**src/dspe_pkg.sv**
```systemverilog
`default_nettype none

package dspe_pkg;

    // Register indexes on the configuration port
    localparam logic [1:0] CFG_FORMAT   = 2'd0;
    localparam logic [1:0] CFG_OFS_UNIT = 2'd1;
    localparam logic [1:0] CFG_OFS_AMT  = 2'd2;

    // Format codes
    localparam logic [3:0] FMT_YEAR     = 4'd0;
    localparam logic [3:0] FMT_MONTH    = 4'd1;
    localparam logic [3:0] FMT_DAY      = 4'd2;
    localparam logic [3:0] FMT_HOUR     = 4'd3;
    localparam logic [3:0] FMT_MINUTE   = 4'd4;
    localparam logic [3:0] FMT_SECOND   = 4'd5;
    localparam logic [3:0] FMT_YM       = 4'd6;
    localparam logic [3:0] FMT_YYYYMMDD = 4'd7;
    localparam logic [3:0] FMT_MMDDYYYY = 4'd8;
    localparam logic [3:0] FMT_YMD      = 4'd9;

    // Offset units
    localparam logic [1:0] OFS_YEAR  = 2'd1;
    localparam logic [1:0] OFS_MONTH = 2'd2;

    // Characters
    localparam logic [7:0] CH_ZERO  = 8'h30;
    localparam logic [7:0] CH_NINE  = 8'h39;
    localparam logic [7:0] CH_DASH  = 8'h2D;
    localparam logic [7:0] CH_COLON = 8'h3A;
    localparam logic [7:0] CH_SPACE = 8'h20;
    localparam logic [7:0] CH_TAB   = 8'h09;
    localparam logic [7:0] CH_CR    = 8'h0D;
    localparam logic [7:0] CH_NUL   = 8'h00;

    // Month offset: floor(t/12) through a bias that keeps t non-negative
    localparam logic [17:0] DIV_BIAS = 18'd16391;  // 12*1366 - 1 (month is 1-based)
    localparam logic [15:0] Q_BIAS   = 16'd1366;
    localparam logic [15:0] RECIP3   = 16'd43691;  // ceil(2^17 / 3)
    localparam logic [15:0] RECIP10  = 16'd52429;  // ceil(2^19 / 10)

    // One parsed date string as it crosses the queue
    typedef struct packed {
        logic        err;
        logic [13:0] year;
        logic [6:0]  mon;
        logic [6:0]  day;
        logic [6:0]  hour;
        logic [6:0]  mins;
        logic [6:0]  secs;
    } t_rec;

    typedef struct packed {
        logic [3:0]  fmt;
        logic [1:0]  ofs_unit;
        logic [14:0] amt;
    } t_cfg;

    typedef enum logic [2:0] {
        BK_IDLE,
        BK_OFFS,
        BK_DIV,
        BK_FIX,
        BK_ABS,
        BK_CONV,
        BK_EMIT
    } t_bk_state;

    typedef enum logic [2:0] {
        SEG_END,
        SEG_YEAR,
        SEG_DASH,
        SEG_FLD1,
        SEG_FLD2
    } t_seg;

    typedef enum logic [2:0] {
        FLD_MON,
        FLD_DAY,
        FLD_HOUR,
        FLD_MIN,
        FLD_SEC
    } t_fld;

    typedef struct packed {
        t_seg kind;
        t_fld fld;
    } t_seg_op;

    // Tens digit of a value below 128
    function automatic logic [3:0] dspe_tens(input logic [6:0] v);
        logic [14:0] p;
        p = {8'b0, v} * 15'd205;
        return p[14:11];
    endfunction

    // Output program: segment idx of the layout picked by fmt
    function automatic t_seg_op dspe_seg_op(input logic [3:0] fmt, input logic [2:0] idx);
        t_seg_op op;
        op.kind = SEG_END;
        op.fld  = FLD_MON;
        case (fmt)
            FMT_YEAR: begin
                if (idx == 3'd0) op.kind = SEG_YEAR;
            end
            FMT_MONTH: begin
                if (idx == 3'd0) op.kind = SEG_FLD1;
                op.fld = FLD_MON;
            end
            FMT_DAY: begin
                if (idx == 3'd0) op.kind = SEG_FLD1;
                op.fld = FLD_DAY;
            end
            FMT_HOUR: begin
                if (idx == 3'd0) op.kind = SEG_FLD1;
                op.fld = FLD_HOUR;
            end
            FMT_MINUTE: begin
                if (idx == 3'd0) op.kind = SEG_FLD1;
                op.fld = FLD_MIN;
            end
            FMT_SECOND: begin
                if (idx == 3'd0) op.kind = SEG_FLD1;
                op.fld = FLD_SEC;
            end
            FMT_YM: begin
                case (idx)
                    3'd0: op.kind = SEG_YEAR;
                    3'd1: op.kind = SEG_DASH;
                    3'd2: op.kind = SEG_FLD2;
                    default: op.kind = SEG_END;
                endcase
            end
            FMT_YYYYMMDD: begin
                case (idx)
                    3'd0: op.kind = SEG_YEAR;
                    3'd1: op.kind = SEG_FLD2;
                    3'd2: begin
                        op.kind = SEG_FLD2;
                        op.fld  = FLD_DAY;
                    end
                    default: op.kind = SEG_END;
                endcase
            end
            FMT_MMDDYYYY: begin
                case (idx)
                    3'd0: op.kind = SEG_FLD2;
                    3'd1: begin
                        op.kind = SEG_FLD2;
                        op.fld  = FLD_DAY;
                    end
                    3'd2: op.kind = SEG_YEAR;
                    default: op.kind = SEG_END;
                endcase
            end
            FMT_YMD: begin
                case (idx)
                    3'd0: op.kind = SEG_YEAR;
                    3'd1: op.kind = SEG_DASH;
                    3'd2: op.kind = SEG_FLD2;
                    3'd3: op.kind = SEG_DASH;
                    3'd4: begin
                        op.kind = SEG_FLD2;
                        op.fld  = FLD_DAY;
                    end
                    default: op.kind = SEG_END;
                endcase
            end
            default: op.kind = SEG_END;
        endcase
        return op;
    endfunction

endpackage

`default_nettype wire

```
**src/dspe_front.sv**
```systemverilog
`default_nettype none

module dspe_front (
    input  logic           i_clk,
    input  logic           i_rst_n,
    input  logic           i_valid,
    input  logic [7:0]     i_char,
    input  logic           i_last,
    input  logic           i_empty,
    input  logic           i_full,
    output logic           o_ready,
    output logic           o_push,
    output dspe_pkg::t_rec o_rec
);
    import dspe_pkg::*;

    localparam int LAY_14   = 0;
    localparam int LAY_DASH = 1;
    localparam int LAY_8    = 2;

    logic [4:0]  r_pos, n_pos;
    logic [2:0]  r_alive, n_alive;
    logic [13:0] r_year, n_year;
    logic [6:0]  r_mon, n_mon, r_day, n_day, r_hour, n_hour;
    logic [6:0]  r_min, n_min, r_sec, n_sec;

    logic        dig;
    logic [3:0]  dv;
    logic        ok_dash;
    logic [17:0] year_acc;
    logic        match;
    logic        accept;
    logic        str_end;

    function automatic logic [6:0] acc2(input logic [6:0] f, input logic [3:0] d);
        logic [10:0] s;
        s = {4'b0, f} * 11'd10 + {7'b0, d};
        return s[6:0];
    endfunction

    always_comb begin
        dig = (i_char >= CH_ZERO) && (i_char <= CH_NINE);
        dv  = dig ? i_char[3:0] : 4'd0;

        n_alive = r_alive;
        if (!((r_pos < 5'd14) && dig)) n_alive[LAY_14] = 1'b0;
        if (!((r_pos < 5'd8) && dig))  n_alive[LAY_8]  = 1'b0;
        case (r_pos)
            5'd4, 5'd7:   ok_dash = (i_char == CH_DASH);
            5'd10:        ok_dash = (i_char == CH_SPACE) || (i_char inside {[CH_TAB:CH_CR]});
            5'd13, 5'd16: ok_dash = (i_char == CH_COLON);
            default:      ok_dash = (r_pos < 5'd19) && dig;
        endcase
        if (!ok_dash) n_alive[LAY_DASH] = 1'b0;

        year_acc = {4'b0, r_year} * 18'd10 + {14'b0, dv};
        n_year = r_year;
        n_mon  = r_mon;
        n_day  = r_day;
        n_hour = r_hour;
        n_min  = r_min;
        n_sec  = r_sec;
        if (dig) begin
            if (n_alive[LAY_14] || n_alive[LAY_8]) begin
                if (r_pos < 5'd4)       n_year = year_acc[13:0];
                else if (r_pos < 5'd6)  n_mon  = acc2(r_mon, dv);
                else if (r_pos < 5'd8)  n_day  = acc2(r_day, dv);
                else if (r_pos < 5'd10) n_hour = acc2(r_hour, dv);
                else if (r_pos < 5'd12) n_min  = acc2(r_min, dv);
                else if (r_pos < 5'd14) n_sec  = acc2(r_sec, dv);
            end else if (n_alive[LAY_DASH]) begin
                if (r_pos < 5'd4)                   n_year = year_acc[13:0];
                else if (r_pos inside {5'd5, 5'd6})   n_mon  = acc2(r_mon, dv);
                else if (r_pos inside {5'd8, 5'd9})   n_day  = acc2(r_day, dv);
                else if (r_pos inside {5'd11, 5'd12}) n_hour = acc2(r_hour, dv);
                else if (r_pos inside {5'd14, 5'd15}) n_min  = acc2(r_min, dv);
                else if (r_pos inside {5'd17, 5'd18}) n_sec  = acc2(r_sec, dv);
            end
        end

        // Saturate so an overlong string can never match
        n_pos = (r_pos == 5'd31) ? r_pos : r_pos + 5'd1;
        match = (n_alive[LAY_14] && (n_pos == 5'd14)) ||
                (n_alive[LAY_DASH] && (n_pos == 5'd19)) ||
                (n_alive[LAY_8] && (n_pos == 5'd8));

        o_ready = !i_full;
        accept  = i_valid && o_ready;
        str_end = i_empty || i_last;
        o_push  = accept && str_end;

        if (i_empty) begin
            o_rec = '0;
        end else begin
            o_rec.err  = !match;
            o_rec.year = n_year;
            o_rec.mon  = n_mon;
            o_rec.day  = n_day;
            o_rec.hour = n_hour;
            o_rec.mins = n_min;
            o_rec.secs = n_sec;
        end
    end

    always_ff @(posedge i_clk) begin
        if (!i_rst_n || (accept && str_end)) begin
            r_pos   <= '0;
            r_alive <= '1;
            r_year  <= '0;
            r_mon   <= '0;
            r_day   <= '0;
            r_hour  <= '0;
            r_min   <= '0;
            r_sec   <= '0;
        end else if (accept) begin
            r_pos   <= n_pos;
            r_alive <= n_alive;
            r_year  <= n_year;
            r_mon   <= n_mon;
            r_day   <= n_day;
            r_hour  <= n_hour;
            r_min   <= n_min;
            r_sec   <= n_sec;
        end
    end

endmodule

`default_nettype wire

```
**src/dspe_fifo.sv**
```systemverilog
`default_nettype none

module dspe_fifo #(
    parameter int DEPTH = 4
) (
    input  logic           i_clk,
    input  logic           i_rst_n,
    input  logic           i_push,
    input  dspe_pkg::t_rec i_rec,
    output logic           o_full,
    input  logic           i_pop,
    output logic           o_empty,
    output dspe_pkg::t_rec o_rec
);
    import dspe_pkg::*;

    localparam int AW = (DEPTH > 1) ? $clog2(DEPTH) : 1;
    localparam int CW = $clog2(DEPTH + 1);

    t_rec          r_mem [DEPTH];
    logic [AW-1:0] r_wr, r_rd;
    logic [CW-1:0] r_count;
    logic          do_push, do_pop;

    assign o_full  = (r_count == CW'(DEPTH));
    assign o_empty = (r_count == '0);
    assign do_push = i_push && !o_full;
    assign do_pop  = i_pop && !o_empty;
    assign o_rec   = r_mem[r_rd];

    always_ff @(posedge i_clk) begin
        if (do_push) r_mem[r_wr] <= i_rec;
    end

    always_ff @(posedge i_clk) begin
        if (!i_rst_n) begin
            r_wr    <= '0;
            r_rd    <= '0;
            r_count <= '0;
        end else begin
            if (do_push) r_wr <= (r_wr == AW'(DEPTH - 1)) ? '0 : r_wr + 1'b1;
            if (do_pop)  r_rd <= (r_rd == AW'(DEPTH - 1)) ? '0 : r_rd + 1'b1;
            if (do_push && !do_pop)      r_count <= r_count + 1'b1;
            else if (do_pop && !do_push) r_count <= r_count - 1'b1;
        end
    end

`ifndef NO_ASSERTIONS
    a_no_push_full: assert property (@(posedge i_clk) disable iff (!i_rst_n)
        i_push |-> !o_full) else $error("record pushed into a full queue");
    a_no_pop_empty: assert property (@(posedge i_clk) disable iff (!i_rst_n)
        i_pop |-> !o_empty) else $error("record popped from an empty queue");
`endif

endmodule

`default_nettype wire

```
**src/dspe_back.sv**
```systemverilog
`default_nettype none

module dspe_back (
    input  logic           i_clk,
    input  logic           i_rst_n,
    input  dspe_pkg::t_cfg i_cfg,
    input  logic           i_q_empty,
    input  dspe_pkg::t_rec i_rec,
    output logic           o_pop,
    input  logic           i_ready,
    output logic           o_valid,
    output logic [7:0]     o_char,
    output logic           o_last,
    output logic           o_error,
    output logic           o_blank
);
    import dspe_pkg::*;

    t_bk_state   r_state, n_state;
    t_rec        r_rec;
    logic [6:0]  r_mon;
    logic [17:0] r_t;
    logic [31:0] r_prod;
    logic [15:0] r_yr;
    logic        r_neg;
    logic [14:0] r_mag;
    logic [3:0]  r_dig [5];
    logic [2:0]  r_ndig;
    logic [2:0]  r_seg, r_pos;

    logic        r_ovalid, r_olast, r_oerr, r_oempty;
    logic [7:0]  r_ochar;

    logic [15:0] sum_y;
    logic [17:0] t_calc;
    logic [13:0] q3;
    logic [17:0] rem3;
    logic [15:0] abs_y;
    logic [30:0] prod10;
    logic [11:0] q10;
    logic [14:0] rem10;

    t_seg_op     op, op_nx;
    logic [6:0]  fval;
    logic [3:0]  tens;
    logic [6:0]  ones7;
    logic [2:0]  seg_len;
    logic [2:0]  yidx;
    logic [7:0]  e_char;
    logic        seg_end, e_last, e_empty;
    logic        emit_go;

    // Offset and conversion datapath
    always_comb begin
        sum_y  = {2'b00, r_rec.year} + {i_cfg.amt[14], i_cfg.amt};
        t_calc = ({4'b0, r_rec.year} << 3) + ({4'b0, r_rec.year} << 2) + {11'b0, r_rec.mon}
               + {{3{i_cfg.amt[14]}}, i_cfg.amt} + DIV_BIAS;
        q3     = r_prod[30:17];
        rem3   = r_t - (({4'b0, q3} << 3) + ({4'b0, q3} << 2));
        abs_y  = r_yr[15] ? (~r_yr + 16'd1) : r_yr;
        prod10 = {16'b0, r_mag} * {15'b0, RECIP10};
        q10    = prod10[30:19];
        rem10  = r_mag - ({q10, 3'b000} + {2'b00, q10, 1'b0});
    end

    // Character selection for the current output step
    always_comb begin
        op    = dspe_seg_op(i_cfg.fmt, r_seg);
        op_nx = dspe_seg_op(i_cfg.fmt, r_seg + 3'd1);
        case (op.fld)
            FLD_MON:  fval = r_mon;
            FLD_DAY:  fval = r_rec.day;
            FLD_HOUR: fval = r_rec.hour;
            FLD_MIN:  fval = r_rec.mins;
            FLD_SEC:  fval = r_rec.secs;
            default:  fval = r_mon;
        endcase
        tens  = dspe_tens(fval);
        ones7 = fval - ({tens, 3'b000} + {2'b00, tens, 1'b0});
        yidx  = r_ndig - 3'd1 - (r_pos - {2'b00, r_neg});
        case (op.kind)
            SEG_YEAR: begin
                seg_len = r_ndig + {2'b00, r_neg};
                e_char  = (r_neg && (r_pos == 3'd0)) ? CH_DASH : (CH_ZERO | {4'b0, r_dig[yidx]});
            end
            SEG_DASH: begin
                seg_len = 3'd1;
                e_char  = CH_DASH;
            end
            SEG_FLD1: begin
                seg_len = (fval < 7'd10) ? 3'd1 : 3'd2;
                e_char  = ((seg_len == 3'd2) && (r_pos == 3'd0)) ? (CH_ZERO | {4'b0, tens})
                                                                : (CH_ZERO | {4'b0, ones7[3:0]});
            end
            SEG_FLD2: begin
                seg_len = 3'd2;
                e_char  = (r_pos == 3'd0) ? (CH_ZERO | {4'b0, tens})
                                          : (CH_ZERO | {4'b0, ones7[3:0]});
            end
            default: begin
                seg_len = 3'd1;
                e_char  = CH_NUL;
            end
        endcase
        seg_end = (r_pos == seg_len - 3'd1);
        e_empty = !r_rec.err && (op.kind == SEG_END);
        e_last  = r_rec.err || e_empty || (seg_end && (op_nx.kind == SEG_END));
    end

    // Sequencer outputs
    always_comb begin
        o_pop   = (r_state == BK_IDLE) && !i_q_empty;
        emit_go = (r_state == BK_EMIT) && (!r_ovalid || i_ready);
    end

    // Sequencer next state
    always_comb begin
        n_state = r_state;
        case (r_state)
            BK_IDLE: if (!i_q_empty) n_state = BK_OFFS;
            BK_OFFS: begin
                if (r_rec.err)                        n_state = BK_EMIT;
                else if (i_cfg.ofs_unit == OFS_MONTH) n_state = BK_DIV;
                else                                  n_state = BK_ABS;
            end
            BK_DIV:  n_state = BK_FIX;
            BK_FIX:  n_state = BK_ABS;
            BK_ABS:  n_state = BK_CONV;
            BK_CONV: if (q10 == 12'd0) n_state = BK_EMIT;
            BK_EMIT: if (emit_go && e_last) n_state = BK_IDLE;
            default: n_state = BK_IDLE;
        endcase
    end

    always_ff @(posedge i_clk) begin
        if (!i_rst_n) r_state <= BK_IDLE;
        else          r_state <= n_state;
    end

    always_ff @(posedge i_clk) begin
        case (r_state)
            BK_IDLE: begin
                if (o_pop) r_rec <= i_rec;
            end
            BK_OFFS: begin
                r_mon <= r_rec.mon;
                r_t   <= t_calc;
                r_yr  <= (i_cfg.ofs_unit == OFS_YEAR) ? sum_y : {2'b00, r_rec.year};
                r_seg <= '0;
                r_pos <= '0;
            end
            BK_DIV: begin
                r_prod <= {16'b0, r_t[17:2]} * {16'b0, RECIP3};
            end
            BK_FIX: begin
                r_yr  <= {2'b00, q3} - Q_BIAS;
                r_mon <= {3'b000, rem3[3:0]} + 7'd1;
            end
            BK_ABS: begin
                r_neg  <= r_yr[15];
                r_mag  <= abs_y[14:0];
                r_ndig <= '0;
            end
            BK_CONV: begin
                r_dig[r_ndig] <= rem10[3:0];
                r_ndig        <= r_ndig + 3'd1;
                r_mag         <= {3'b000, q10};
            end
            BK_EMIT: begin
                if (emit_go) begin
                    if (seg_end) begin
                        r_seg <= r_seg + 3'd1;
                        r_pos <= '0;
                    end else begin
                        r_pos <= r_pos + 3'd1;
                    end
                end
            end
            default: ;
        endcase
    end

    // Output register
    always_ff @(posedge i_clk) begin
        if (!i_rst_n)     r_ovalid <= 1'b0;
        else if (emit_go) r_ovalid <= 1'b1;
        else if (i_ready) r_ovalid <= 1'b0;
    end

    always_ff @(posedge i_clk) begin
        if (emit_go) begin
            r_ochar  <= (r_rec.err || e_empty) ? CH_NUL : e_char;
            r_olast  <= e_last;
            r_oerr   <= r_rec.err;
            r_oempty <= e_empty;
        end
    end

    assign o_valid = r_ovalid;
    assign o_char  = r_ochar;
    assign o_last  = r_olast;
    assign o_error = r_oerr;
    assign o_blank = r_oempty;

`ifndef NO_ASSERTIONS
    a_err_alone: assert property (@(posedge i_clk) disable iff (!i_rst_n)
        (r_ovalid && r_oerr) |-> (r_olast && !r_oempty))
        else $error("error result must be a single last result");
    a_empty_alone: assert property (@(posedge i_clk) disable iff (!i_rst_n)
        (r_ovalid && r_oempty) |-> r_olast)
        else $error("empty result must be a single last result");
    a_digits: assert property (@(posedge i_clk) disable iff (!i_rst_n)
        ((r_state == BK_EMIT) && !r_rec.err) |-> ((r_ndig != 3'd0) && (r_ndig <= 3'd5)))
        else $error("year digit count out of range while emitting");
`endif

endmodule

`default_nettype wire

```
**src/date_string_part_extract_unit.sv**
```systemverilog
`default_nettype none

// Date string part extractor. A date string streams in one character per
// request on the slave side, tlast on its final character; a request with
// tuser set stands for an empty string and ends any partial string. Strings of
// 14 digits, 8 digits (time zero) or "YYYY-MM-DD hh:mm:ss" with any whitespace
// between date and time are parsed; anything else yields one result with the
// error flag. After an optional year or month offset (months fold back into
// 1..12 by floor division) the part picked by format_code leaves as decimal
// ASCII, one request per character, tlast on the last; an unknown format gives
// one request with the empty flag. Rate: the front end takes one character
// per cycle while its record queue (QUEUE_DEPTH entries) has room. The back
// end sequencer handles one string at a time: an error goes straight to
// output, else it applies the offset (a month offset adds a divide and a fix
// step), takes the year's magnitude and converts one year digit (1 to 5) per
// step; a finished character waits in the output register while the next one
// is prepared. Configuration must be written only while idle; the block does not check.
module date_string_part_extract_unit #(
    parameter int QUEUE_DEPTH = 4
) (
    input  logic        i_clk,
    input  logic        i_rst_n,
    // Configuration write port
    input  logic        i_cfg_we,
    input  logic [1:0]  i_cfg_addr,
    input  logic [14:0] i_cfg_wdata,
    // Character input
    input  logic        i_s_axis_tvalid,
    output logic        o_s_axis_tready,
    input  logic [7:0]  i_s_axis_tdata,   // [7:0] date_char
    input  logic        i_s_axis_tlast,   // is_last_char
    input  logic        i_s_axis_tuser,   // [0] is_empty_string
    // Result output
    output logic        o_m_axis_tvalid,
    input  logic        i_m_axis_tready,
    output logic [7:0]  o_m_axis_tdata,   // [7:0] out_char
    output logic        o_m_axis_tlast,   // out_last
    output logic [1:0]  o_m_axis_tuser    // [0] out_error, [1] out_empty
);
    import dspe_pkg::*;

    t_cfg r_cfg;
    t_rec push_rec, pop_rec;
    logic push, full, pop, q_empty;
    logic out_err, out_blank;

    // Hold configuration; writes beyond the register list drop
    always_ff @(posedge i_clk) begin
        if (!i_rst_n) begin
            r_cfg <= '0;
        end else if (i_cfg_we) begin
            case (i_cfg_addr)
                CFG_FORMAT:   r_cfg.fmt      <= i_cfg_wdata[3:0];
                CFG_OFS_UNIT: r_cfg.ofs_unit <= i_cfg_wdata[1:0];
                CFG_OFS_AMT:  r_cfg.amt      <= i_cfg_wdata;
                default: ;
            endcase
        end
    end

    // Parse characters and classify each finished string
    dspe_front u_front (
        .i_clk   (i_clk),
        .i_rst_n (i_rst_n),
        .i_valid (i_s_axis_tvalid),
        .i_char  (i_s_axis_tdata),
        .i_last  (i_s_axis_tlast),
        .i_empty (i_s_axis_tuser),
        .i_full  (full),
        .o_ready (o_s_axis_tready),
        .o_push  (push),
        .o_rec   (push_rec)
    );

    // Decouple parsing from formatting
    dspe_fifo #(
        .DEPTH (QUEUE_DEPTH)
    ) u_fifo (
        .i_clk   (i_clk),
        .i_rst_n (i_rst_n),
        .i_push  (push),
        .i_rec   (push_rec),
        .o_full  (full),
        .i_pop   (pop),
        .o_empty (q_empty),
        .o_rec   (pop_rec)
    );

    // Apply offset, convert and emit characters
    dspe_back u_back (
        .i_clk     (i_clk),
        .i_rst_n   (i_rst_n),
        .i_cfg     (r_cfg),
        .i_q_empty (q_empty),
        .i_rec     (pop_rec),
        .o_pop     (pop),
        .i_ready   (i_m_axis_tready),
        .o_valid   (o_m_axis_tvalid),
        .o_char    (o_m_axis_tdata),
        .o_last    (o_m_axis_tlast),
        .o_error   (out_err),
        .o_blank   (out_blank)
    );

    assign o_m_axis_tuser = {out_blank, out_err};

endmodule

`default_nettype wire

```
**config.mk**
```make
export PLATFORM = sky130hd
export DESIGN_NAME = date_string_part_extract_unit
export DESIGN_NICKNAME = d
export VERILOG_FILES = /design/src/dspe_pkg.sv /design/src/dspe_front.sv /design/src/dspe_fifo.sv /design/src/dspe_back.sv /design/src/date_string_part_extract_unit.sv
export SDC_FILE = /design/constraint.sdc
export NUM_CORES = 1
export LEC_CHECK = 0
export BUFFER_PORTS_ARGS = -buffer_cell sky130_fd_sc_hd__buf_2
export CORE_ASPECT_RATIO = 1.75
export CORE_UTILIZATION = 50
export DETAILED_ROUTE_END_ITERATION = 12
export GPL_TIMING_DRIVEN = 0
export PLACE_DENSITY_LB_ADDON = 0.2
export SETUP_SLACK_MARGIN = 0.05
export SLEW_MARGIN = 15
export SYNTH_ARGS = -nofsm -noshare
export SYNTH_HDL_FRONTEND = slang
export SYNTH_SLANG_ARGS = --single-unit
```
**constraint.sdc**
```tcl
create_clock -name i_clk -period 8.3 [get_ports i_clk]
set_input_delay 1.66 -clock i_clk [delete_from_list [all_inputs] [get_ports i_clk]]
set_output_delay 1.66 -clock i_clk [all_outputs]
set_load 0.01 [all_outputs]
```
**Word level (Yosys, flattened, before mapping)**

Memories as Yosys holds them, arrays and structs flattened. A register that Yosys moved wholly into a read port is not among the register bits.
Cells that the tools add are included.

- Bits in registers: 197
- RAM bits: 220
- Bits of input ports: 32
- Output and inout port bits: 13
- Memories: 2

Memories:

| name | depth | width | read ports | clocked after Yosys merged registers in | wr ports | RTL line | RTL |
|---|---|---|---|---|---|---|---|
| u_fifo.r_mem | 4 | 50 | 1 | 1 | 1 | dspe_fifo.sv:20 | `t_rec r_mem [DEPTH];` |
| u_back.r_dig | 5 | 4 | 1 | 0 | 1 | dspe_back.sv:27 | `logic [3:0] r_dig [5];` |

- $add $sub $neg: 33
- Multipliers: 9
- $lt $le $gt $ge: 12
- Equal/unequal tests: 67
- Mux-type cells: 119
- Bitwise gates (word level): 1
- Reductions and logical operators: 76

Operators with widths:

| operator | count |
|---|---|
| $mux W7 | 55 |
| $mux W14 | 4 |
| $eq A5 B4 Y1 const B | 10 |
| $mux W50 | 1 |
| $pmux W3 S3 | 5 |
| $pmux W3 S2 | 7 |
| $pmux W3 S7 | 2 |
| $pmux W3 S6 | 2 |
| $add A7 B4 Y7 | 5 |
| $mul A7 B3 Y6 const B | 5 |
| $eq A3 B2 Y1 const B | 11 |
| $mux W3 | 11 |
| $pmux W16 S2 | 1 |
| $pmux W8 S4 | 1 |
| $mul A15 B16 Y31 const B | 1 |
| $mul A16 B16 Y31 const B | 1 |
| $pmux W15 S2 | 1 |
| $pmux W7 S4 | 1 |
| $eq A5 B5 Y1 const B | 5 |
| $eq A3 B3 Y1 const B | 8 |
| $eq A8 B6 Y1 const B | 3 |
| $logic_and A1 B1 Y1 | 21 |
| $logic_not A3 Y1 | 7 |
| $eq A5 B3 Y1 const B | 4 |
| other kinds (57) | 145 |

**Logic depth before layout (Yosys ltp)**

Gate-level depths: netlist (run 1).

- Depth in word-level cells: 15
- Depth in mapped cells: 29
- Depth with buffers taken out: 29

**Hierarchy**

From an unflattened synthesis (run 1), not the netlist that was laid out.

- Cell total of the unflattened synthesis: 2,952
- Area total of the unflattened synthesis: 33,184.3 um^2

Modules (own cells, without submodules):

| module | times used | cells an instance | area an instance (um^2) | sequential area each (um^2) |
|---|---|---|---|---|
| dspe_back | 1 | 1,752 | 18,480.2 | 4,854.7 |
| dspe_fifo | 1 | 313 | 7,752.4 | 6,185.9 |
| dspe_front | 1 | 798 | 6,092.1 | 1,141.1 |
| date_string_part_extract_unit | 1 | 89 | 859.6 | 420.4 |

**Worst setup path after synthesis (run 1)**

Ideal clock, no wire load.

- Kind: flip-flop to flip-flop
- From: register u_back.r_seg[0]
- To: register u_back.r_ochar[2], in the netlist u_back.o_char[2] (data pin)
- Setup time: 258 ps
- Arrival time: 6,012 ps
- Slack: 2,030 ps
- Cell stages (with the launch flop): 28
- Buffers on the path: 2
- Clock period less this slack: 6,270 ps
- Cells stage by stage: edfxtp_1 inv_1 ha_1 bufbuf_16 a32o_2 or3_1 buf_6 o21ai_0 inv_1 ha_1 inv_1 fa_1 inv_1 ha_1 fa_1 ha_1 a21o_1 a21o_1 a21oi_1 nor2_1 a21oi_1 o31ai_4 nor2_1 ha_1 xnor2_1 mux2_2 a221oi_2 nor2_1

- Cells in the longest elaborated chain, start to end: 11
- Elaborated cells between the ends (all ways): 42
- Classes of those cells: add/sub: 2; mul: 1; order compare: 1; eq/ne: 13; mux: 16; reduce/logical: 9

RTL lines:

| element | RTL line | RTL |
|---|---|---|
| start: declaration | dspe_back.sv:29 | `logic [2:0] r_seg, r_pos;` |
| start signal: assignment | dspe_back.sv:172 | `r_seg <= r_seg + 3'd1;` |
| parallel branches: the longest is 11 deep, another holds $mul A7 B8 Y15 | -- |  |
| end signal: assignment | dspe_back.sv:192 | `r_ochar <= (r_rec.err \|\| e_empty) ? CH_NUL : e_char;` |
| end: declaration | dspe_back.sv:32 | `logic [7:0] r_ochar;` |

Parallel ways; which one is timed is not known.
A chain may end at the register's enable or synchronous reset.

**Final worst setup path (run 1)**

Same ends and word-level chain as after synthesis.

==> results of run 1 <==
## metal layers
metal / vias up / wire length (um) / GRT usage, %
li1: 9842 / - / -
met1: 10000 / 24800 / 21.7
met2: 357 / 40800 / 46.2
met3: 175 / 2000 / 2.26
met4: 10 / 3730 / 11.8
met5: - / 57 / 0
## cell families (layout without fill, tap and decap cells)
group	Yosys count	in the layout	share of synthesized area, %
mux	150	150	6.80
fa+ha+maj	590	590	27.3
flops	448	448	39.1
other cells	1	3	0.0117
simple gates	583	583	8.95
compound gates	381	381	7.94
buf+inv	440	561	5.67
xor+xnor	156	156	4.25
## how the worst max path moves through the flow
| stage | cells past startpoint | slack, ps | endpoint |
|---|---|---|---|
| 6_report | 27 | 1180 | u_back.o_char[2]$_SDFFCE_PP0P_ |
| 3_3_place_gp | 27 | 1290 | u_back.o_char[2]$_SDFFCE_PP0P_ |
| 4_1_cts | 27 | 1200 | u_back.o_char[2]$_SDFFCE_PP0P_ |
| 5_1_grt | 27 | 750 | u_back.o_char[2]$_SDFFCE_PP0P_ |
| 2_1_floorplan | 27 | 2030 | u_back.o_char[2]$_SDFFCE_PP0P_ |
| 3_5_place_dp | 27 | 1250 | u_back.o_char[2]$_SDFFCE_PP0P_ |
## metrics by stage
step	std cells	setup slack [ps]	instance area, um2	util [%]
final	3678	1180	34700	54.8
after floorplan	2750	2030	32100	-
after CTS	3677	1200	34700	54.8
after global routing	3678	751	34700	54.8
after global placement	3596	1290	33300	52.6
after detailed placement	3603	1250	33500	52.8
## cell usage in the layout (no fill, tap or decap), types with 11 or more instances in the layout
cell / count
a211oi_1: 16
a21boi_0: 25
a21o_1: 34
a21oi_1: 107
a31oi_1: 14
and2_1: 14
and3_1: 11
buf_2: 46
buf_6: 11
clkbuf_1: 58
clkbuf_16: 40
dfxtp_1: 89
edfxtp_1: 359
fa_1: 184
ha_1: 406
inv_1: 360
mux2i_1: 91
mux4_2: 54
nand2_1: 139
nand2b_1: 12
nand3_1: 26
nand4_1: 11
nor2_1: 202
nor2b_1: 26
nor3_1: 39
nor4_1: 14
o211ai_1: 11
o21a_1: 21
o21ai_0: 75
or2_2: 11
xnor2_1: 106
xor2_1: 50
## registers in the layout, summed over array words and instances, names as in the netlist, 6 cells and up
| register | cells |
|---|---|
| u_back.r_rec | 50 |
| u_back.r_mon | 7 |
| u_back.r_t | 18 |
| u_back.r_dig | 20 |
| u_back.r_mag | 15 |
| r_cfg | 21 |
| u_front.r_sec | 7 |
| u_front.r_min | 7 |
| u_back.r_prod | 14 |
| u_fifo.r_mem | 200 |
| u_back.r_yr | 16 |
| u_front.r_year | 14 |
| u_front.r_mon | 7 |
| u_front.r_day | 7 |
| u_front.r_hour | 7 |
| u_back.o_char | 6 |
## critical path: cells and delay by family (launching register included)
kind | cells | cell delay (ps)
flops | 1 | 470
mux | 1 | 280
xor+xnor | 1 | 140
buf+inv | 6 | 840
compound gates | 8 | 1970
fa+ha+maj | 7 | 2440
simple gates | 4 | 710
## layout make-up
cell class / instances / share of cell area, %
multi-input combinational: 1862 / 51.2
clock buffer: 58 / 3.13
timing repair buffer: 47 / 0.915
antenna: 1 / 0.00721
clock inverter: 16 / 0.447
sequential: 448 / 36.2
buffer: 79 / 1.34
tap: 806 / 2.90
inverter: 361 / 3.90
## Yosys cell counts, types with 6 or more instances
| master | n | area, um2 |
|---|---|---|
| a211oi_1 | 16 | 120 |
| a21boi_0 | 25 | 188 |
| a21o_1 | 34 | 255 |
| a21oi_1 | 107 | 536 |
| a31oi_1 | 14 | 87.6 |
| and2_1 | 18 | 113 |
| and3_1 | 11 | 68.8 |
| buf_1 | 10 | 37.5 |
| buf_2 | 6 | 30.0 |
| buf_4 | 7 | 52.6 |
| buf_6 | 9 | 101 |
| clkbuf_1 | 42 | 158 |
| dfxtp_1 | 89 | 1780 |
| edfxtp_1 | 359 | 10800 |
| fa_1 | 184 | 3680 |
| ha_1 | 406 | 5080 |
| inv_1 | 361 | 1360 |
| mux2i_1 | 91 | 911 |
| mux4_2 | 54 | 1220 |
| nand2_1 | 139 | 522 |
| nand2b_1 | 12 | 75.1 |
| nand3_1 | 26 | 130 |
| nand3b_1 | 10 | 75.1 |
| nand4_1 | 11 | 68.8 |
| nor2_1 | 206 | 773 |
| nor2b_1 | 26 | 163 |
| nor3_1 | 39 | 195 |
| nor3b_1 | 9 | 67.6 |
| nor4_1 | 14 | 87.6 |
| o211ai_1 | 11 | 82.6 |
| o21a_1 | 21 | 158 |
| o21ai_0 | 75 | 375 |
| o31ai_1 | 8 | 60.1 |
| o41ai_1 | 8 | 70.1 |
| or2_2 | 11 | 68.8 |
| or3_1 | 9 | 56.3 |
| xnor2_1 | 106 | 928 |
| xor2_1 | 50 | 438 |
==> impl_metrics.yaml, run 1 <==
sta:
  relSlewSlack_pct: 29.9
  whs_ps: 496
  setup_violations: 0
  skew_ps: 11.7
  period_share_pct: 85.7
  report.final.slew_viol_count: 0
  hold_viol: 0
  tightest_slew_ps: 1050
  setup_tns_ps: 0
  fmax_mhz: 141
  rsz0062_at_grt: "no"
  period_needed_ps: 7120
global_route:
  antenna_found_initial: 6
  grt_pass1_vias: 22200
  grt_pass1_wl_um: 115000
  grt-ovfl-total: 0
  grt_usage_pct: 22.5
  grt_max_degree: 51
layout:
  areaGrowthSynthToFinish_pct: 8.08
  regArea_mm2: 0.0126
  drive_gt1_share_pct: 8.57
  multiInputGateArea_mm2: 0.0178
  finalNetCount: 3461
  fill_cells: 5339
clocking:
  htree_levels: 2
  cts_made_buffers: 40
  post_cts_resized: 0
  cts_max_path_buffers: 3
  clock-sinks: 448
  cts_tree: "built"
  hold_buffers: 0
  path_clk_slew_ps: 70
  clockRootBuffer: "clkbuf_16"
  clk_latency_ps: 570
  post_cts_buffers: 0
die:
  num_rows: 122
  dieArea_mm2: 0.0653
  die_y_um: 337
  die_w_um: 194
  core_mm2: 0.0633
  start_util_pct: 50.7
  ios: 45
worst_setup_path:
  r2r_cells: 27
  slowest_stage: "o21ai_0"
  r2r_end: "u_back.o_char[2]$_SDFFCE_PP0P_"
  cp.arrival_ps: 7430
  reg2reg_from: "u_back.r_seg[0]$_SDFFCE_PN0P_"
  cp-start-kind: "register"
  worst_setup_path_end_kind: "register"
  cp.required_ps: 8610
  worst-setup-path-type: "register to register"
  slowest_delay_ps: 570
  cp_common_cell: "ha_1"
  worstPathMaxFanout: 9
  crit_path_start: "u_back.r_seg[0]$_SDFFCE_PN0P_"
  r2r_slack_ps: 1180
yosys:
  synthArstFlopShare_pct: 0
  ys_ff_latch: 448
  yosys.cell_types.count: 98
  synth-main-ff-cell: "edfxtp_1"
  ys_seq_area_share_pct: 39.1
  syn_inst: 2749
  syn_area_mm2: 0.0321
  synth-edff-count: 359
  avgSynthCellArea_um2: 11.7
  yosys_warnings: 0
routing:
  first_pass_iters: 6
  vias: 20400
  first_iter_violations: 762
  avgRoutedWirePerCell_um: 19.4
  route.detailed.drc: 0
  drt_wl_total_um: 71300
  vias_per_cell: 5.55
  ant_nets: 0
outcome:
  status: "completed"
hold_path:
  hp-start: "u_front.r_day[6]$_SDFFE_PP0P_"
  hp-class: "register to register"
  whs_path_depth: 2
  hold_end: "u_front.r_day[6]$_SDFFE_PP0P_"
placement:
  place_congestion: 0.946
  dp_hpwl_um: 58500
  numPortBuffers: 40
flow_run:
  maxCapViolations: 0
Power of run 1 is not shown: default switching activity piles up to over one toggle a cycle in this logic, so the estimate is an artifact.
==> inputs of run 2 (changes only) <==
--- a/config.mk
+++ b/config.mk
@@ -6,13 +6,12 @@
 export NUM_CORES = 1
 export LEC_CHECK = 0
 export BUFFER_PORTS_ARGS = -buffer_cell sky130_fd_sc_hd__buf_2
-export CORE_ASPECT_RATIO = 1.75
-export CORE_UTILIZATION = 50
+export CORE_UTILIZATION = 30
 export DETAILED_ROUTE_END_ITERATION = 12
 export GPL_TIMING_DRIVEN = 0
 export PLACE_DENSITY_LB_ADDON = 0.2
 export SETUP_SLACK_MARGIN = 0.05
-export SLEW_MARGIN = 15
+export SLEW_MARGIN = 0
 export SYNTH_ARGS = -nofsm -noshare
 export SYNTH_HDL_FRONTEND = slang
 export SYNTH_SLANG_ARGS = --single-unit
==> impl_metrics.yaml, run 2 (synthesis gave the netlist of run 1 again) <==
outcome:
  status: "completed"
global_route:
  grt-ovfl-total: 0
  grt_pass1_vias: 20800
  use_met3_pct: 1.78
  antenna_found_initial: 9
  globalRouteMet1Util_pct: 18.1
  grt_max_degree: 51
  grt_pass1_wl_um: 116000
  grt_usage_pct: 13.6
  gr-usage-met2_pct: 23.2
  gr-max-usage-layer: "met2"
worst_setup_path:
  r2r_slack_ps: 1290
  cp_common_cell: "ha_1"
  cp-start-kind: "register"
  reg2reg_from: "u_back.r_seg[0]$_SDFFCE_PN0P_"
  slowest_stage: "fa_1"
  r2r_end: "u_back.o_char[2]$_SDFFCE_PP0P_"
  r2r_cells: 28
  worst_setup_path_end_kind: "register"
  cp.arrival_ps: 7460
  cp.required_ps: 8750
  slowest_delay_ps: 530
  worst-setup-path-type: "register to register"
  worstPathMaxFanout: 9
  crit_path_start: "u_back.r_seg[0]$_SDFFCE_PN0P_"
layout:
  fin_util_pct: 34.0
  layoutNonFillerInstCount: 4279
  areaGrowthSynthToFinish_pct: 12.0
  finalNetCount: 3467
  top_register: "u_fifo.r_mem"
  finalInstanceArea_mm2: 0.0360
  final_cell_mix: "ha_1, inv_1, edfxtp_1"
  largest_register_ffs: 200
  largest_registers: "u_fifo.r_mem: 200 flops, u_back.r_rec: 50 flops, r_cfg: 21 flops"
  mostFrequentLayoutCell: "ha_1"
  fill_cells: 10600
  drive_gt1_share_pct: 9.36
clocking:
  clk_latency_ps: 610
  path_clk_slew_ps: 70
  post_cts_resized: 0
  htree_levels: 2
  clockRootBuffer: "clkbuf_16"
  clock-sinks: 448
  cts_tree: "built"
  post_cts_buffers: 0
  cts_max_path_buffers: 3
  hold_buffers: 0
  cts_made_buffers: 50
sta:
  hold_viol: 0
  tightest_slew_ps: 1260
  period_needed_ps: 7010
  setup_tns_ps: 0
  rsz0062_at_grt: "no"
  skew_ps: 45.0
  period_share_pct: 84.4
  fmax_mhz: 143
  relSlewSlack_pct: 15.8
  setup_violations: 0
  report.final.slew_viol_count: 0
hold_path:
  hp-class: "register to register"
  hold_end: "u_front.r_year[11]$_SDFFE_PP0P_"
  hp-start: "u_front.r_year[11]$_SDFFE_PP0P_"
  whs_path_depth: 2
placement:
  dp_cells: 4184
  place_congestion: 0.857
  dp_hpwl_um: 57300
  numPortBuffers: 40
  place_area_mm2: 0.0342
die:
  die_y_um: 329
  ios: 45
  die_w_um: 329
  core_mm2: 0.106
  num_rows: 119
  dieArea_mm2: 0.108
  start_util_pct: 30.4
routing:
  avgRoutedWirePerCell_um: 16.8
  drt_wl_total_um: 71900
  ant_nets: 0
  first_iter_violations: 808
  first_pass_iters: 5
  vias_per_cell: 4.57
  route.detailed.drc: 0
  vias: 19600
flow_run:
  maxCapViolations: 0
run 2: changes by cell type in the layout (fill, tap and decap cells not counted), sizes merged:
cell | previous run | this run
buf | 79 | 75
bufinv | 1 | 10
clkbuf | 104 | 102
clkinv | 9 | 18
clkinvlp | 1 | 6
diode | 1 | 2
inv | 366 | 364
run 2: final cells by class:
type | instances | area (um2) | share of cell area, %
diodes | 2 | 5.00 | 0.0139
plain buffers | 79 | 467 | 1.30
clock buffers | 56 | 1320 | 3.65
clock inverters | 37 | 512 | 1.42
inverters | 361 | 1360 | 3.77
multi-input cells | 1862 | 17800 | 49.4
flip-flops and latches | 448 | 12600 | 34.9
well taps | 1391 | 1740 | 4.84
repair buffers | 43 | 263 | 0.730
run 2: worst max path at each step:
stage                                           endpoint  slack (ps)
after CTS                 u_back.o_char[2]$_SDFFCE_PP0P_        1220
after global routing      u_back.o_char[2]$_SDFFCE_PP0P_         700
final                     u_back.o_char[2]$_SDFFCE_PP0P_        1290
after floorplan           u_back.o_char[2]$_SDFFCE_PP0P_        2030
after detailed placement  u_back.o_char[2]$_SDFFCE_PP0P_        1270
after global placement    u_back.o_char[2]$_SDFFCE_PP0P_        1280
run 2: critical path: cells and delay by family, from the launching register on:
family                   cells  cell delay, ps
adder cells (fa/ha/maj)      7            2420
AO/OA/AOI/OAI               10            2140
buffers and inverters        6             820
AND/OR/NAND/NOR              4             810
flip-flops                   1             460
XOR/XNOR                     1             210
run 2: layer usage:
metal / wire [um] / vias up
met5: 54 / -
met2: 34000 / 220
met3: 2390 / 85
met1: 33800 / 9364
met4: 1650 / 8
li1: - / 9878
run 2: metrics by stage:
step | hold WS, ps | setup slack (ps)
2_1_floorplan | 448 | 2030
3_3_place_gp | 473 | 1280
3_5_place_dp | 471 | 1270
4_1_cts | 487 | 1220
5_1_grt | 524 | 699
6_report | 488 | 1290
Power of run 2 is left out for the same reason.
==> inputs of run 3 (changes only) <==
==> constraint.sdc (replaced) <==
create_clock -name i_clk -period 6.45 [get_ports i_clk]
set_input_delay 1.29 -clock i_clk [delete_from_list [all_inputs] [get_ports i_clk]]
set_output_delay 1.29 -clock i_clk [all_outputs]
set_load 0.01 [all_outputs]
==> impl_metrics.yaml, run 3 (synthesis gave the netlist of run 1 again) <==
outcome:
  status: "completed"
worst_setup_path:
  cp.required_ps: 6800
  worstPathMaxFanout: 9
  cp.arrival_ps: 6550
  cp-start-kind: "register"
  r2r_cells: 23
  worst_setup_path_end_kind: "register"
  worst-setup-path-type: "register to register"
sta:
  fmax_mhz: 161
  hold_viol: 0
  relSlewSlack_pct: 16.0
  setup_violations: 0
  period_share_pct: 96.2
  rsz0062_at_grt: "yes"
  tightest_slew_ps: 1260
  whs_ps: 489
  setup_tns_ps: 0
  fin_ws_ps: 248
  period_needed_ps: 6200
  report.final.slew_viol_count: 0
  skew_ps: 41.4
layout:
  largest_register_ffs: 200
  final_cell_mix: "ha_1, edfxtp_1, inv_1"
  largest_registers: "u_fifo.r_mem: 200 flops, u_back.r_rec: 50 flops, r_cfg: 21 flops"
  finalNetCount: 3507
  areaGrowthSynthToFinish_pct: 14.0
  fill_cells: 10600
  mostFrequentLayoutCell: "ha_1"
  insertedDiodeCount: 0
  drive_gt1_share_pct: 12.3
  layoutNonFillerInstCount: 4317
  top_register: "u_fifo.r_mem"
clocking:
  cts_made_buffers: 50
  clock-sinks: 448
  path_clk_slew_ps: 60
  clockRootBuffer: "clkbuf_16"
  clk_latency_ps: 610
  cts_tree: "built"
  htree_levels: 2
  cts_max_path_buffers: 3
hold_path:
  hp-class: "register to register"
  whs_path_depth: 2
routing:
  first_iter_violations: 819
  route.detailed.drc: 0
  met3_length_um: 2250
  ant_nets: 0
  avgRoutedWirePerCell_um: 16.9
  wl_met1_um: 34400
  vias_per_cell: 4.58
  first_pass_iters: 5
  highest_layer: "met5"
  vias: 19800
  drt_wl_total_um: 72900
  wl_met2_um: 34600
global_route:
  grt_pass1_wl_um: 117000
  grt_pass1_vias: 20800
  grt-ovfl-total: 0
  grt_usage_pct: 13.7
  grt_max_degree: 51
  antenna_found_initial: 10
placement:
  pre_cts_slack_ps: -582
  numPortBuffers: 40
  dp_cells: 4184
  place_congestion: 0.857
  dp_hpwl_um: 57300
die:
  core_mm2: 0.106
  die_w_um: 329
  start_util_pct: 30.4
  die_y_um: 329
  num_rows: 119
  dieArea_mm2: 0.108
  ios: 45
flow_run:
  maxCapViolations: 0
==> run 3: metrics by stage <==
stage	area, um2	utilization, %
2_1_floorplan	32100	-
3_3_place_gp	34100	32.2
3_5_place_dp	34200	32.3
4_1_cts	36100	34.2
5_1_grt	36600	34.7
6_report	36600	34.7
==> run 3: area by class of cell <==
cell class | count | area (um2) | area share [%]
inverter | 361 | 1360 | 3.70
sequential | 448 | 12600 | 34.3
buffer | 79 | 467 | 1.27
clock buffer | 56 | 1320 | 3.59
multi-input combinational | 1862 | 18100 | 49.5
clock inverter | 37 | 512 | 1.40
tap | 1391 | 1740 | 4.75
timing repair buffer | 83 | 563 | 1.54
==> run 3: worst max-delay path, cell delays in order (launching register included) <==
cell and delay (ps):
edfxtp_1 460, inv_2 60, ha_1 190, bufbuf_16 270, a32o_2 310, or3_4 390
o211ai_1 280, o21ai_2 130, inv_2 100, ha_1 230, ha_1 290, fa_1 530
fa_1 450, ha_4 270, a31o_2 260, a41oi_4 220, o21ai_2 130, a211oi_2 270
nor2_4 70, ha_4 290, xnor2_1 80, mux2_2 280, a221oi_2 270, nor2_1 100
==> run 3: worst paths after layout <==
check             slack, ps                         endpoint                             from
setup reg to reg        250   u_back.o_char[2]$_SDFFCE_PP0P_    u_back.r_seg[0]$_SDFFCE_PN0P_
hold reg to reg         490  u_front.r_year[11]$_SDFFE_PP0P_  u_front.r_year[11]$_SDFFE_PP0P_
hold / removal          490  u_front.r_year[11]$_SDFFE_PP0P_  u_front.r_year[11]$_SDFFE_PP0P_
setup / recovery        250   u_back.o_char[2]$_SDFFCE_PP0P_    u_back.r_seg[0]$_SDFFCE_PN0P_
==> run 3: what timing repair did <==
item                                    in CTS  in global routing
endpoints found under the setup margin      12                 17
buffers inserted                             9                 31
gates cloned                                 0                  0
hold buffers                                 0                  0
pin swaps                                    7                 23
gates resized for setup                     21                 40
hold endpoints to repair                     0                  0
==> run 3: metal layers <==
layer / vias up / track usage [%]
li1: 9949 / -
met1: 9526 / 18.2
met3: 89 / 1.78
met2: 221 / 23.4
met4: 8 / 3.43
met5: - / 0
Power of run 3 is left out for the same reason.
